[src/rtl/ccd_pkg.sv]
// Shared types, format codes and character constants of the cheat code decoder.
// Used by every module of the block; depends on nothing.
package ccd_pkg;

    // Character slots that any recognized format can reach.
    localparam int CODE_SLOTS = 12;

    typedef logic [7:0] char_t;
    typedef logic [3:0] fmt_t;

    // Result format codes.
    localparam fmt_t FMT_CON_SUB    = 4'd0;
    localparam fmt_t FMT_CON_REPLAY = 4'd1;
    localparam fmt_t FMT_CON_PLAIN  = 4'd2;
    localparam fmt_t FMT_CON_CMP    = 4'd3;
    localparam fmt_t FMT_HH_SUB6    = 4'd4;
    localparam fmt_t FMT_HH_SUB9    = 4'd5;
    localparam fmt_t FMT_HH_BSWAP   = 4'd6;
    localparam fmt_t FMT_HH_PLAIN   = 4'd7;
    localparam fmt_t FMT_HH_CMP     = 4'd8;
    // Internal code for a length or separator pattern that matches no format.
    localparam fmt_t FMT_NONE       = 4'd15;

    localparam char_t CH_DASH  = 8'h2d;
    localparam char_t CH_EQ    = 8'h3d;
    localparam char_t CH_QUEST = 8'h3f;
    localparam char_t CH_ZERO  = 8'h30;
    localparam char_t CH_ONE   = 8'h31;

    localparam logic [7:0] CMP_XOR = 8'hba;

    // Letter substitution alphabet: entry i is the character that stands for digit i.
    localparam char_t SUBST [16] = '{
        8'h64, 8'h66, 8'h34, 8'h37, 8'h30, 8'h39, 8'h31, 8'h35,
        8'h36, 8'h62, 8'h63, 8'h38, 8'h61, 8'h32, 8'h33, 8'h65
    };

    // Source bit of the substitution word for address bit 23 down to 0.
    localparam logic [4:0] PERM_SRC [24] = '{
        5'd13, 5'd12, 5'd11, 5'd10, 5'd5,  5'd4,  5'd3,  5'd2,
        5'd23, 5'd22, 5'd21, 5'd20, 5'd1,  5'd0,  5'd15, 5'd14,
        5'd19, 5'd18, 5'd17, 5'd16, 5'd9,  5'd8,  5'd7,  5'd6
    };

    // One classified code on its way from the front end to the decoder.
    typedef struct packed {
        fmt_t                     fmt;
        char_t [CODE_SLOTS-1:0]   chars;
        logic                     handheld;
    } job_t;

    typedef struct packed {
        logic valid;
        job_t job;
    } job_req_t;

    // Hex digit value; bit 4 set means the character is not a hex digit.
    function automatic logic [4:0] hex_val(input char_t c);
        logic [4:0] r;
        if (c >= 8'h30 && c <= 8'h39)
        begin
            r = {1'b0, c[3:0]};
        end
        else if (c >= 8'h61 && c <= 8'h66)
        begin
            r = {1'b0, c[3:0] + 4'd9};
        end
        else
        begin
            r = 5'd16;
        end
        return r;
    endfunction

    // Substitution digit value; bit 4 set means the letter is not in the alphabet.
    function automatic logic [4:0] subst_val(input char_t c);
        logic [4:0] r;
        r = 5'd16;
        for (int i = 0; i < 16; i++)
        begin
            if (SUBST[i] == c)
            begin
                r = 5'(i);
            end
        end
        return r;
    endfunction

endpackage

[src/rtl/ccd_in_if.sv]
// Character request channel of the cheat code decoder: valid, ready, one character and its last flag.
// Depends on nothing.
interface ccd_in_if;
    logic       valid;
    logic       ready;
    logic [7:0] code_char;
    logic       last_char;

    modport source (output valid, code_char, last_char, input ready);
    modport sink   (input valid, code_char, last_char, output ready);
endinterface

[src/rtl/ccd_out_if.sv]
// Result request channel of the cheat code decoder: valid, ready and one decoded code.
// Depends on nothing.
interface ccd_out_if;
    logic        valid;
    logic        ready;
    logic        code_valid;
    logic [3:0]  code_format;
    logic [23:0] target_address;
    logic        has_compare;
    logic [7:0]  compare_byte;
    logic [7:0]  data_byte;

    modport source (output valid, code_valid, code_format, target_address, has_compare,
                    compare_byte, data_byte, input ready);
    modport sink   (input valid, code_valid, code_format, target_address, has_compare,
                    compare_byte, data_byte, output ready);
endinterface

[src/rtl/ccd_front.sv]
// Front end: takes characters, buffers them and classifies a finished code by layout.
// Depends on ccd_pkg and ccd_in_if.
module ccd_front #(
    parameter int MAX_CODE_CHARS = 12
) (
    input  logic               clk,
    input  logic               rst_n,
    ccd_in_if.sink             in_ch,
    input  logic               cfg_wr_en,
    input  logic               cfg_wr_data,
    input  logic               q_full,
    output ccd_pkg::job_req_t  push
);

    localparam int CNT_W = $clog2(MAX_CODE_CHARS + 2);
    localparam int IDX_W = $clog2(MAX_CODE_CHARS);
    localparam logic [CNT_W-1:0] CNT_MAX  = CNT_W'(MAX_CODE_CHARS);
    localparam logic [CNT_W-1:0] CNT_OVER = CNT_W'(MAX_CODE_CHARS + 1);

    ccd_pkg::char_t                            buf_reg [MAX_CODE_CHARS];
    logic [CNT_W-1:0]                          count_reg, count_next;
    logic                                      handheld_reg;
    logic                                      accept;
    logic                                      have_room;
    logic [CNT_W-1:0]                          len;
    ccd_pkg::char_t [ccd_pkg::CODE_SLOTS-1:0]  chars_now;
    ccd_pkg::fmt_t                             fmt;

    assign in_ch.ready = !q_full;
    assign accept      = in_ch.valid && in_ch.ready;
    assign have_room   = count_reg < CNT_MAX;

    always_comb
    begin
        count_next = count_reg;
        if (accept)
        begin
            if (in_ch.last_char)
            begin
                count_next = '0;
            end
            else if (have_room)
            begin
                count_next = count_reg + CNT_W'(1);
            end
            else
            begin
                count_next = CNT_OVER;
            end
        end
    end

    always_ff @(posedge clk or negedge rst_n)
    begin
        if (!rst_n)
        begin
            count_reg    <= '0;
            handheld_reg <= 1'b0;
        end
        else
        begin
            count_reg <= count_next;
            if (cfg_wr_en)
            begin
                handheld_reg <= cfg_wr_data;
            end
        end
    end

    always_ff @(posedge clk)
    begin
        if (accept && have_room)
        begin
            buf_reg[count_reg[IDX_W-1:0]] <= in_ch.code_char;
        end
    end

    // The code as it stands including the character arriving now.
    always_comb
    begin
        for (int i = 0; i < ccd_pkg::CODE_SLOTS; i++)
        begin
            chars_now[i] = (have_room && count_reg == CNT_W'(i)) ? in_ch.code_char
                                                                 : buf_reg[i];
        end
        len = have_room ? count_reg + CNT_W'(1) : CNT_OVER;
    end

    // Layout match in priority order; digits are checked later.
    always_comb
    begin
        fmt = ccd_pkg::FMT_NONE;
        if (!handheld_reg)
        begin
            if (len == CNT_W'(9) && chars_now[4] == ccd_pkg::CH_DASH)
            begin
                fmt = ccd_pkg::FMT_CON_SUB;
            end
            else if (len == CNT_W'(8))
            begin
                fmt = ccd_pkg::FMT_CON_REPLAY;
            end
            else if (len == CNT_W'(9) && chars_now[6] == ccd_pkg::CH_EQ)
            begin
                fmt = ccd_pkg::FMT_CON_PLAIN;
            end
            else if (len == CNT_W'(12) && chars_now[6] == ccd_pkg::CH_EQ
                     && chars_now[9] == ccd_pkg::CH_QUEST)
            begin
                fmt = ccd_pkg::FMT_CON_CMP;
            end
        end
        else
        begin
            if (len == CNT_W'(7) && chars_now[3] == ccd_pkg::CH_DASH)
            begin
                fmt = ccd_pkg::FMT_HH_SUB6;
            end
            else if (len == CNT_W'(11) && chars_now[3] == ccd_pkg::CH_DASH
                     && chars_now[7] == ccd_pkg::CH_DASH)
            begin
                fmt = ccd_pkg::FMT_HH_SUB9;
            end
            else if (len == CNT_W'(8))
            begin
                fmt = ccd_pkg::FMT_HH_BSWAP;
            end
            else if (len == CNT_W'(7) && chars_now[4] == ccd_pkg::CH_EQ)
            begin
                fmt = ccd_pkg::FMT_HH_PLAIN;
            end
            else if (len == CNT_W'(10) && chars_now[4] == ccd_pkg::CH_EQ
                     && chars_now[7] == ccd_pkg::CH_QUEST)
            begin
                fmt = ccd_pkg::FMT_HH_CMP;
            end
        end
    end

    assign push.valid        = accept && in_ch.last_char;
    assign push.job.fmt      = fmt;
    assign push.job.chars    = chars_now;
    assign push.job.handheld = handheld_reg;

`ifndef SYNTHESIS
    // A finished code always restarts the character count.
    assert property (@(posedge clk) disable iff (!rst_n)
        accept && in_ch.last_char |=> count_reg == '0)
        else $error("character count not cleared after last character");
`endif

endmodule

[src/rtl/ccd_queue.sv]
// Two-entry queue of classified codes between the front end and the decoder.
// Depends on ccd_pkg.
module ccd_queue (
    input  logic               clk,
    input  logic               rst_n,
    input  ccd_pkg::job_req_t  push,
    input  logic               pop,
    output logic               full,
    output ccd_pkg::job_req_t  head
);

    ccd_pkg::job_t q_mem_reg [2];
    logic          wr_ptr_reg;
    logic          rd_ptr_reg;
    logic [1:0]    cnt_reg, cnt_next;

    assign full       = cnt_reg == 2'd2;
    assign head.valid = cnt_reg != 2'd0;
    assign head.job   = q_mem_reg[rd_ptr_reg];

    always_comb
    begin
        cnt_next = cnt_reg;
        if (push.valid && !pop)
        begin
            cnt_next = cnt_reg + 2'd1;
        end
        else if (pop && !push.valid)
        begin
            cnt_next = cnt_reg - 2'd1;
        end
    end

    always_ff @(posedge clk or negedge rst_n)
    begin
        if (!rst_n)
        begin
            wr_ptr_reg <= 1'b0;
            rd_ptr_reg <= 1'b0;
            cnt_reg    <= 2'd0;
        end
        else
        begin
            cnt_reg <= cnt_next;
            if (push.valid)
            begin
                wr_ptr_reg <= !wr_ptr_reg;
            end
            if (pop)
            begin
                rd_ptr_reg <= !rd_ptr_reg;
            end
        end
    end

    always_ff @(posedge clk)
    begin
        if (push.valid)
        begin
            q_mem_reg[wr_ptr_reg] <= push.job;
        end
    end

`ifndef SYNTHESIS
    assert property (@(posedge clk) disable iff (!rst_n)
        cnt_reg <= 2'd2)
        else $error("queue occupancy above its depth");

    assert property (@(posedge clk) disable iff (!rst_n)
        pop |-> cnt_reg != 2'd0)
        else $error("queue popped while empty");
`endif

endmodule

[src/rtl/ccd_back.sv]
// Back end: checks digits, decodes a classified code and holds the result register.
// Depends on ccd_pkg and ccd_out_if.
module ccd_back (
    input  logic               clk,
    input  logic               rst_n,
    input  ccd_pkg::job_req_t  head,
    output logic               pop,
    ccd_out_if.source          out_ch
);

    // Character positions that must be hex digits, per format; the replay mask also serves the byte-swap format.
    localparam logic [11:0] MASK_REPLAY    = 12'h0ff;
    localparam logic [11:0] MASK_CON_PLAIN = 12'h1bf;
    localparam logic [11:0] MASK_CON_CMP   = 12'hdbf;
    localparam logic [11:0] MASK_HH_SUB6   = 12'h077;
    localparam logic [11:0] MASK_HH_SUB9   = 12'h777;
    localparam logic [11:0] MASK_HH_PLAIN  = 12'h06f;
    localparam logic [11:0] MASK_HH_CMP    = 12'h36f;

    typedef struct packed {
        logic        code_valid;
        logic [3:0]  code_format;
        logic [23:0] target_address;
        logic        has_compare;
        logic [7:0]  compare_byte;
        logic [7:0]  data_byte;
    } res_t;

    res_t        res, res_reg;
    logic        out_valid_reg;
    logic [3:0]  nib [12];
    logic [11:0] bad;
    logic [31:0] sub_word;
    logic        sub_bad;
    logic [23:0] sub_addr;
    logic        ok;

    assign pop = head.valid && (!out_valid_reg || out_ch.ready);

    always_comb
    begin
        logic [4:0] hv;
        logic [4:0] sv;
        for (int i = 0; i < 12; i++)
        begin
            hv     = ccd_pkg::hex_val(head.job.chars[i]);
            nib[i] = hv[3:0];
            bad[i] = hv[4];
        end
        // Substitution word from the eight letters around the dash.
        sub_word = '0;
        sub_bad  = 1'b0;
        for (int k = 0; k < 8; k++)
        begin
            sv       = ccd_pkg::subst_val(head.job.chars[(k < 4) ? k : k + 1]);
            sub_bad  = sub_bad | sv[4];
            sub_word = {sub_word[27:0], sv[3:0]};
        end
        for (int i = 0; i < 24; i++)
        begin
            sub_addr[23 - i] = sub_word[ccd_pkg::PERM_SRC[i]];
        end
    end

    always_comb
    begin
        res             = '0;
        res.code_format = head.job.fmt;
        ok              = 1'b0;
        unique case (head.job.fmt)
            ccd_pkg::FMT_CON_SUB:
            begin
                ok                 = !sub_bad;
                res.target_address = sub_addr;
                res.data_byte      = sub_word[31:24];
            end
            ccd_pkg::FMT_CON_REPLAY:
            begin
                ok                 = ~|(bad & MASK_REPLAY);
                res.target_address = {nib[0], nib[1], nib[2], nib[3], nib[4], nib[5]};
                res.data_byte      = {nib[6], nib[7]};
            end
            ccd_pkg::FMT_CON_PLAIN:
            begin
                ok                 = ~|(bad & MASK_CON_PLAIN);
                res.target_address = {nib[0], nib[1], nib[2], nib[3], nib[4], nib[5]};
                res.data_byte      = {nib[7], nib[8]};
            end
            ccd_pkg::FMT_CON_CMP:
            begin
                ok                 = ~|(bad & MASK_CON_CMP);
                res.target_address = {nib[0], nib[1], nib[2], nib[3], nib[4], nib[5]};
                res.has_compare    = 1'b1;
                res.compare_byte   = {nib[7], nib[8]};
                res.data_byte      = {nib[10], nib[11]};
            end
            ccd_pkg::FMT_HH_SUB6:
            begin
                ok                 = ~|(bad & MASK_HH_SUB6);
                res.target_address = {8'h00, ~nib[6], nib[2], nib[4], nib[5]};
                res.data_byte      = {nib[0], nib[1]};
            end
            ccd_pkg::FMT_HH_SUB9:
            begin
                ok                 = ~|(bad & MASK_HH_SUB9);
                res.target_address = {8'h00, ~nib[6], nib[2], nib[4], nib[5]};
                res.data_byte      = {nib[0], nib[1]};
                res.has_compare    = 1'b1;
                // Compare byte: digits seven and nine, rotated right by two.
                res.compare_byte   = {nib[10][1:0], nib[8], nib[10][3:2]}
                                     ^ ccd_pkg::CMP_XOR;
            end
            ccd_pkg::FMT_HH_BSWAP:
            begin
                ok                 = ~|(bad & MASK_REPLAY)
                                     && head.job.chars[0] == ccd_pkg::CH_ZERO
                                     && head.job.chars[1] == ccd_pkg::CH_ONE;
                res.data_byte      = {nib[2], nib[3]};
                res.target_address = {8'h00, nib[6], nib[7], nib[4], nib[5]};
            end
            ccd_pkg::FMT_HH_PLAIN:
            begin
                ok                 = ~|(bad & MASK_HH_PLAIN);
                res.target_address = {8'h00, nib[0], nib[1], nib[2], nib[3]};
                res.data_byte      = {nib[5], nib[6]};
            end
            ccd_pkg::FMT_HH_CMP:
            begin
                ok                 = ~|(bad & MASK_HH_CMP);
                res.target_address = {8'h00, nib[0], nib[1], nib[2], nib[3]};
                res.has_compare    = 1'b1;
                res.compare_byte   = {nib[5], nib[6]};
                res.data_byte      = {nib[8], nib[9]};
            end
            default:
            begin
                ok = 1'b0;
            end
        endcase
        if (ok)
        begin
            res.code_valid = 1'b1;
        end
        else
        begin
            res = '0;
        end
    end

    always_ff @(posedge clk or negedge rst_n)
    begin
        if (!rst_n)
        begin
            out_valid_reg <= 1'b0;
        end
        else if (pop)
        begin
            out_valid_reg <= 1'b1;
        end
        else if (out_ch.ready)
        begin
            out_valid_reg <= 1'b0;
        end
    end

    always_ff @(posedge clk)
    begin
        if (pop)
        begin
            res_reg <= res;
        end
    end

    assign out_ch.valid          = out_valid_reg;
    assign out_ch.code_valid     = res_reg.code_valid;
    assign out_ch.code_format    = res_reg.code_format;
    assign out_ch.target_address = res_reg.target_address;
    assign out_ch.has_compare    = res_reg.has_compare;
    assign out_ch.compare_byte   = res_reg.compare_byte;
    assign out_ch.data_byte      = res_reg.data_byte;

`ifndef SYNTHESIS
    assert property (@(posedge clk) disable iff (!rst_n)
        out_ch.valid && !out_ch.code_valid |->
            out_ch.code_format == 4'd0 && out_ch.target_address == 24'd0
            && !out_ch.has_compare && out_ch.compare_byte == 8'd0
            && out_ch.data_byte == 8'd0)
        else $error("rejected code carries nonzero fields");

    assert property (@(posedge clk) disable iff (!rst_n)
        out_ch.valid && out_ch.has_compare |->
            out_ch.code_format == ccd_pkg::FMT_CON_CMP
            || out_ch.code_format == ccd_pkg::FMT_HH_SUB9
            || out_ch.code_format == ccd_pkg::FMT_HH_CMP)
        else $error("compare flag on a format without a compare byte");
`endif

endmodule

[src/rtl/cheat_code_decoder.sv]
// Top level of the cheat code decoder: front end, code queue and decoder back end.
// Depends on ccd_pkg, ccd_in_if, ccd_out_if, ccd_front, ccd_queue and ccd_back.
//
//   Channel   Direction  Handshake          Contents
//   in_ch     in         valid / ready      code_char, last_char (one character per request)
//   out_ch    out        valid / ready      code_valid, code_format, target_address,
//                                           has_compare, compare_byte, data_byte
//   cfg       in         cfg_wr_en          cfg_wr_data = handheld_target
//
// One character is taken per cycle while in_ch.ready is high. A code's result passes
// from the request that carries its last character into the queue and then into
// the result register that drives out_ch. Reset clears the character count, the target select,
// the queue pointers and the result valid; the character buffer keeps stale data.
// in_ch.ready drops only while the two-entry queue holds two finished codes, which
// happens when out_ch has been stalled; non-final characters also wait then.
module cheat_code_decoder #(
    parameter int MAX_CODE_CHARS = 12
) (
    input  logic        clk,
    input  logic        rst_n,
    ccd_in_if.sink      in_ch,
    ccd_out_if.source   out_ch,
    input  logic        cfg_wr_en,
    input  logic        cfg_wr_data
);

    // Classified codes leaving the front end, and the head of the queue.
    ccd_pkg::job_req_t push;
    ccd_pkg::job_req_t head;
    logic              q_full;
    logic              pop;

    // The front end buffers characters and, on the last one, picks the format from
    // the length and separator positions. The buffered characters go along with it.
    ccd_front #(
        .MAX_CODE_CHARS (MAX_CODE_CHARS)
    ) u_front (
        .clk         (clk),
        .rst_n       (rst_n),
        .in_ch       (in_ch),
        .cfg_wr_en   (cfg_wr_en),
        .cfg_wr_data (cfg_wr_data),
        .q_full      (q_full),
        .push        (push)
    );

    // The queue lets the front end keep taking characters while a result waits.
    ccd_queue u_queue (
        .clk   (clk),
        .rst_n (rst_n),
        .push  (push),
        .pop   (pop),
        .full  (q_full),
        .head  (head)
    );

    // The back end checks the hex digits, undoes the substitutions and permutations
    // and registers the result for out_ch.
    ccd_back u_back (
        .clk    (clk),
        .rst_n  (rst_n),
        .head   (head),
        .pop    (pop),
        .out_ch (out_ch)
    );

endmodule
[src/flat_wrapper.sv]
// flat-port wrapper written by rule: the top's interface ports become plain ports
module cheat_code_decoder_flat 
#(
    parameter int MAX_CODE_CHARS = 12
)
  (clk, rst_n, cfg_wr_en, cfg_wr_data, in_ch_valid, in_ch_code_char, in_ch_last_char, in_ch_ready, out_ch_valid, out_ch_code_valid, out_ch_code_format, out_ch_target_address, out_ch_has_compare, out_ch_compare_byte, out_ch_data_byte, out_ch_ready);
  ccd_in_if in_ch_i ();
  ccd_out_if out_ch_i ();
  input  logic clk;
  input  logic rst_n;
  input  logic cfg_wr_en;
  input  logic cfg_wr_data;
  input wire logic [$bits(in_ch_i.valid)-1:0] in_ch_valid;
  input wire logic [$bits(in_ch_i.code_char)-1:0] in_ch_code_char;
  input wire logic [$bits(in_ch_i.last_char)-1:0] in_ch_last_char;
  output wire logic [$bits(in_ch_i.ready)-1:0] in_ch_ready;
  output wire logic [$bits(out_ch_i.valid)-1:0] out_ch_valid;
  output wire logic [$bits(out_ch_i.code_valid)-1:0] out_ch_code_valid;
  output wire logic [$bits(out_ch_i.code_format)-1:0] out_ch_code_format;
  output wire logic [$bits(out_ch_i.target_address)-1:0] out_ch_target_address;
  output wire logic [$bits(out_ch_i.has_compare)-1:0] out_ch_has_compare;
  output wire logic [$bits(out_ch_i.compare_byte)-1:0] out_ch_compare_byte;
  output wire logic [$bits(out_ch_i.data_byte)-1:0] out_ch_data_byte;
  input wire logic [$bits(out_ch_i.ready)-1:0] out_ch_ready;
  assign in_ch_i.valid = in_ch_valid;
  assign in_ch_i.code_char = in_ch_code_char;
  assign in_ch_i.last_char = in_ch_last_char;
  assign in_ch_ready = in_ch_i.ready;
  assign out_ch_valid = out_ch_i.valid;
  assign out_ch_code_valid = out_ch_i.code_valid;
  assign out_ch_code_format = out_ch_i.code_format;
  assign out_ch_target_address = out_ch_i.target_address;
  assign out_ch_has_compare = out_ch_i.has_compare;
  assign out_ch_compare_byte = out_ch_i.compare_byte;
  assign out_ch_data_byte = out_ch_i.data_byte;
  assign out_ch_i.ready = out_ch_ready;
  cheat_code_decoder #(.MAX_CODE_CHARS(MAX_CODE_CHARS)) u_core (.clk(clk), .rst_n(rst_n), .in_ch(in_ch_i), .out_ch(out_ch_i), .cfg_wr_en(cfg_wr_en), .cfg_wr_data(cfg_wr_data));
endmodule
[config.mk]
export PLATFORM = sky130hd
export DESIGN_NAME = cheat_code_decoder_flat
export DESIGN_NICKNAME = d
export VERILOG_FILES = /design/src/rtl/ccd_pkg.sv /design/src/rtl/ccd_in_if.sv /design/src/rtl/ccd_out_if.sv /design/src/rtl/ccd_front.sv /design/src/rtl/ccd_queue.sv /design/src/rtl/ccd_back.sv /design/src/rtl/cheat_code_decoder.sv /design/src/flat_wrapper.sv
export SDC_FILE = /design/constraint.sdc
export NUM_CORES = 1
export LEC_CHECK = 0
export ABC_AREA = 1
export ABC_CLOCK_PERIOD_IN_PS = 16200
export BUFFER_PORTS_ARGS = -buffer_cell sky130_fd_sc_hd__buf_2
export CAP_MARGIN = 20
export CORE_MARGIN = 4
export CORE_UTILIZATION = 30
export DETAILED_ROUTE_END_ITERATION = 12
export PLACE_DENSITY_LB_ADDON = 0.25
export SYNTH_ARGS = -nofsm -noshare
export SYNTH_HDL_FRONTEND = slang
export SYNTH_SLANG_ARGS = --single-unit
export TNS_END_PERCENT = 50
[constraint.sdc]
create_clock -name clk -period 16.2 [get_ports clk]
set_input_delay 0.81 -clock clk [delete_from_list [all_inputs] [get_ports clk]]
set_output_delay 0.81 -clock clk [all_outputs]
set_load 0.1 [all_outputs]
==> reports/results.tsv <==
metric	value	unit
status	completed	
Static Leakage	10.0	nW
Initial DRT Pass Iterations	5	
Vias	16600	
Post-synth EDFFs	342	
power per cell area	178	nW/um^2
FF-to-FF path depth	16	
core area	67500	um^2
nature of the critical path startpoint	flop	
Tot Pwr	4.12	mW
layout cell share with drive strength beyond 1	9.55	%
CTS tree	built	
Yosys cell types	49	
Worst Hold Class	primary input to asynchronous set/reset pin	
average cell area after synthesis	8.14	um^2
Routed WL	60900	um
Max FO, Critical Path	100	
type of element capturing the critical path	flop	
pin count of the biggest net entering global routing	101	
cts hold-fix bufs	0	
fin crit share	28.6	%
share of synthesized registers carrying an async set or reset	2.84	%
CTS sink count	352	
Die H	270	um
Synth Register Bits	352	
port buffer count	62	
Post-Syn Area	20500	um^2
minimum clock period	4630	ps
critical path data required time	16630	ps
# rows	95	
DRT antenna net count	0	
DRC	0	
vias per cell	4.76	
overflow left after global routing	0	
initial antenna violation count	0	
RSZ-0062 raised after global routing	false	
worst path arrival time	5060	ps
Root Driver	clkbuf_16	
Layout area overhead	12.4	%
Syn Nets	2594	
Initial Util	30.4	%
post-CTS sizing	0	
MaxCap Viol Count	0	
Post-synth top flop	edfxtp_1	
Final WS setup	11570	ps
max reg flops	200	
clk slew on worst S/H paths	60	ps
clock skew	21.2	ps
DIE AREA	72700	um^2
Ant. Diodes	0	
worst-skew pair later-pin latency	580	ps
worst-margin pin slew	997	ps
Max H-tree Level	2	
Post-CTS Setup Bufs	0	
count of endpoints failing setup in the final report	0	
most common library cell in the layout ignoring fill and taps	nand2_1	
first-pass GRT wire length	92600	um
Gate Count Post-Synth	2522	
VDD IR max	0.132	mV
vias in the first global route	15400	
Place WS	11280	ps
GRT Overall Usage	16.2	%
crit path kind	flop to flop	
Slew HR	32.8	%
CTS Buffer Depth	3	
final net count	2657	
CTS buffer count	41	
Die X	270	um
fmax	0.216	GHz
pins over their slew limit	0	
sequential-to-total area share from yosys stat	51.2	%
WL/cell	17.4	um
gpl congestion	0.946	
Ports	63	
First DRT Iteration DRCs	1297	
Yosys Warn Count	0	
most frequent cells in the layout	nand2_1 (938), edfxtp_1 (342), inv_1 (288)	
DP HPWL	46100	um
Final Hold Viols	0	
Min Hold Slack	121	ps
setup TNS	0	ps
-- metrics by stage --
| stage | instances | utilization, % | cell area, um^2 |
|---|---|---|---|
| finish | 3490 | 34.2 | 23100 |
| global route | 3490 | 34.2 | 23100 |
| global placement | 3414 | 32.1 | 21700 |
| CTS | 3489 | 34.2 | 23100 |
| floorplan | 2522 | - | 20500 |
| detailed placement | 3414 | 32.1 | 21700 |
-- worst max-delay path: stages, from the launching register on --
cell and delay [ps]:
dfrtp_4 630, buf_4 680, inv_6 470, nand2_1 160, nand2_1 120, inv_1 150
ha_1 220, inv_1 70, nor3_1 260, nand2_1 150, nand3_1 140, nand2_1 70
o21ai_0 710, nand3_1 190, nand4_1 160, nor2_1 90, nor2_1 110
-- routing by layer --
layer / GRT usage (%) / routed length [um] / share of wire (%)
met4: 6.38 / 2370 / 3.9
met1: 23.8 / 29500 / 48
met5: 0 / 0 / 0
met3: 2.55 / 3670 / 6.0
met2: 24.0 / 25400 / 42
-- synth_stat cells (24+ instances only) --
library cell,number,share of area [%]
a21oi_1,43,1.0
clkbuf_1,24,0.44
edfxtp_1,342,50
ha_1,57,3.5
inv_1,288,5.3
nand2_1,938,17
nand2_2,25,0.76
nand3_1,124,3.0
nand4_1,25,0.76
nor2_1,215,3.9
nor2_2,25,0.76
o21ai_0,189,4.6
-- logic make-up (layout without fill, tap and decap cells) --
| kind of cell | count (synthesis) | count (layout) | share of synthesized area [%] |
|---|---|---|---|
| XOR/XNOR | 18 | 18 | 0.768 |
| adder cells (fa/ha/maj) | 57 | 57 | 3.47 |
| flip-flops | 352 | 352 | 51.2 |
| AO/OA/AOI/OAI | 328 | 328 | 8.94 |
| AND/OR/NAND/NOR | 1406 | 1406 | 28.1 |
| buffers and inverters | 361 | 456 | 7.49 |
-- report_power, final --
part           internal [mW]  switching, mW  leakage [nW]
logic                  0.397           1.55          6.11
clock network          0.539          0.390         0.649
registers               1.19         0.0557          3.29
-- worst paths after layout --
| check | from | endpoint | slack, ps |
|---|---|---|---|
| max in group asynchronous | rst_n | u_core.u_queue.rd_ptr_reg$_DFFE_PN0P_ | 15800 |
| min | rst_n | u_core.u_queue.cnt_reg[1]$_DFFE_PN0P_ | 120 |
| min reg2reg | u_core.u_queue.cnt_reg[0]$_DFFE_PN0P_ | u_core.u_queue.cnt_reg[0]$_DFFE_PN0P_ | 480 |
| max | u_core.u_queue.rd_ptr_reg$_DFFE_PN0P_ | u_core.u_back.out_ch.data_byte[6]$_SDFFCE_PN0P_ | 11570 |
| max reg2reg | u_core.u_queue.rd_ptr_reg$_DFFE_PN0P_ | u_core.u_back.out_ch.data_byte[6]$_SDFFCE_PN0P_ | 11570 |
| min in group clk | out_ch_ready | u_core.u_back.out_ch.valid$_DFFE_PN0P_ | 430 |
-- cell type report --
| cell class | instances | area (um^2) |
|---|---|---|
| clock buffer | 47 | 1050 |
| clock inverter | 28 | 317 |
| fill | 7018 | 44400 |
| inverter | 299 | 1130 |
| multi-input combinational | 1809 | 8500 |
| sequential | 352 | 10500 |
| tap | 873 | 1090 |
| timing repair buffer | 82 | 473 |
Note: power is estimated with default switching activity, not from simulation.
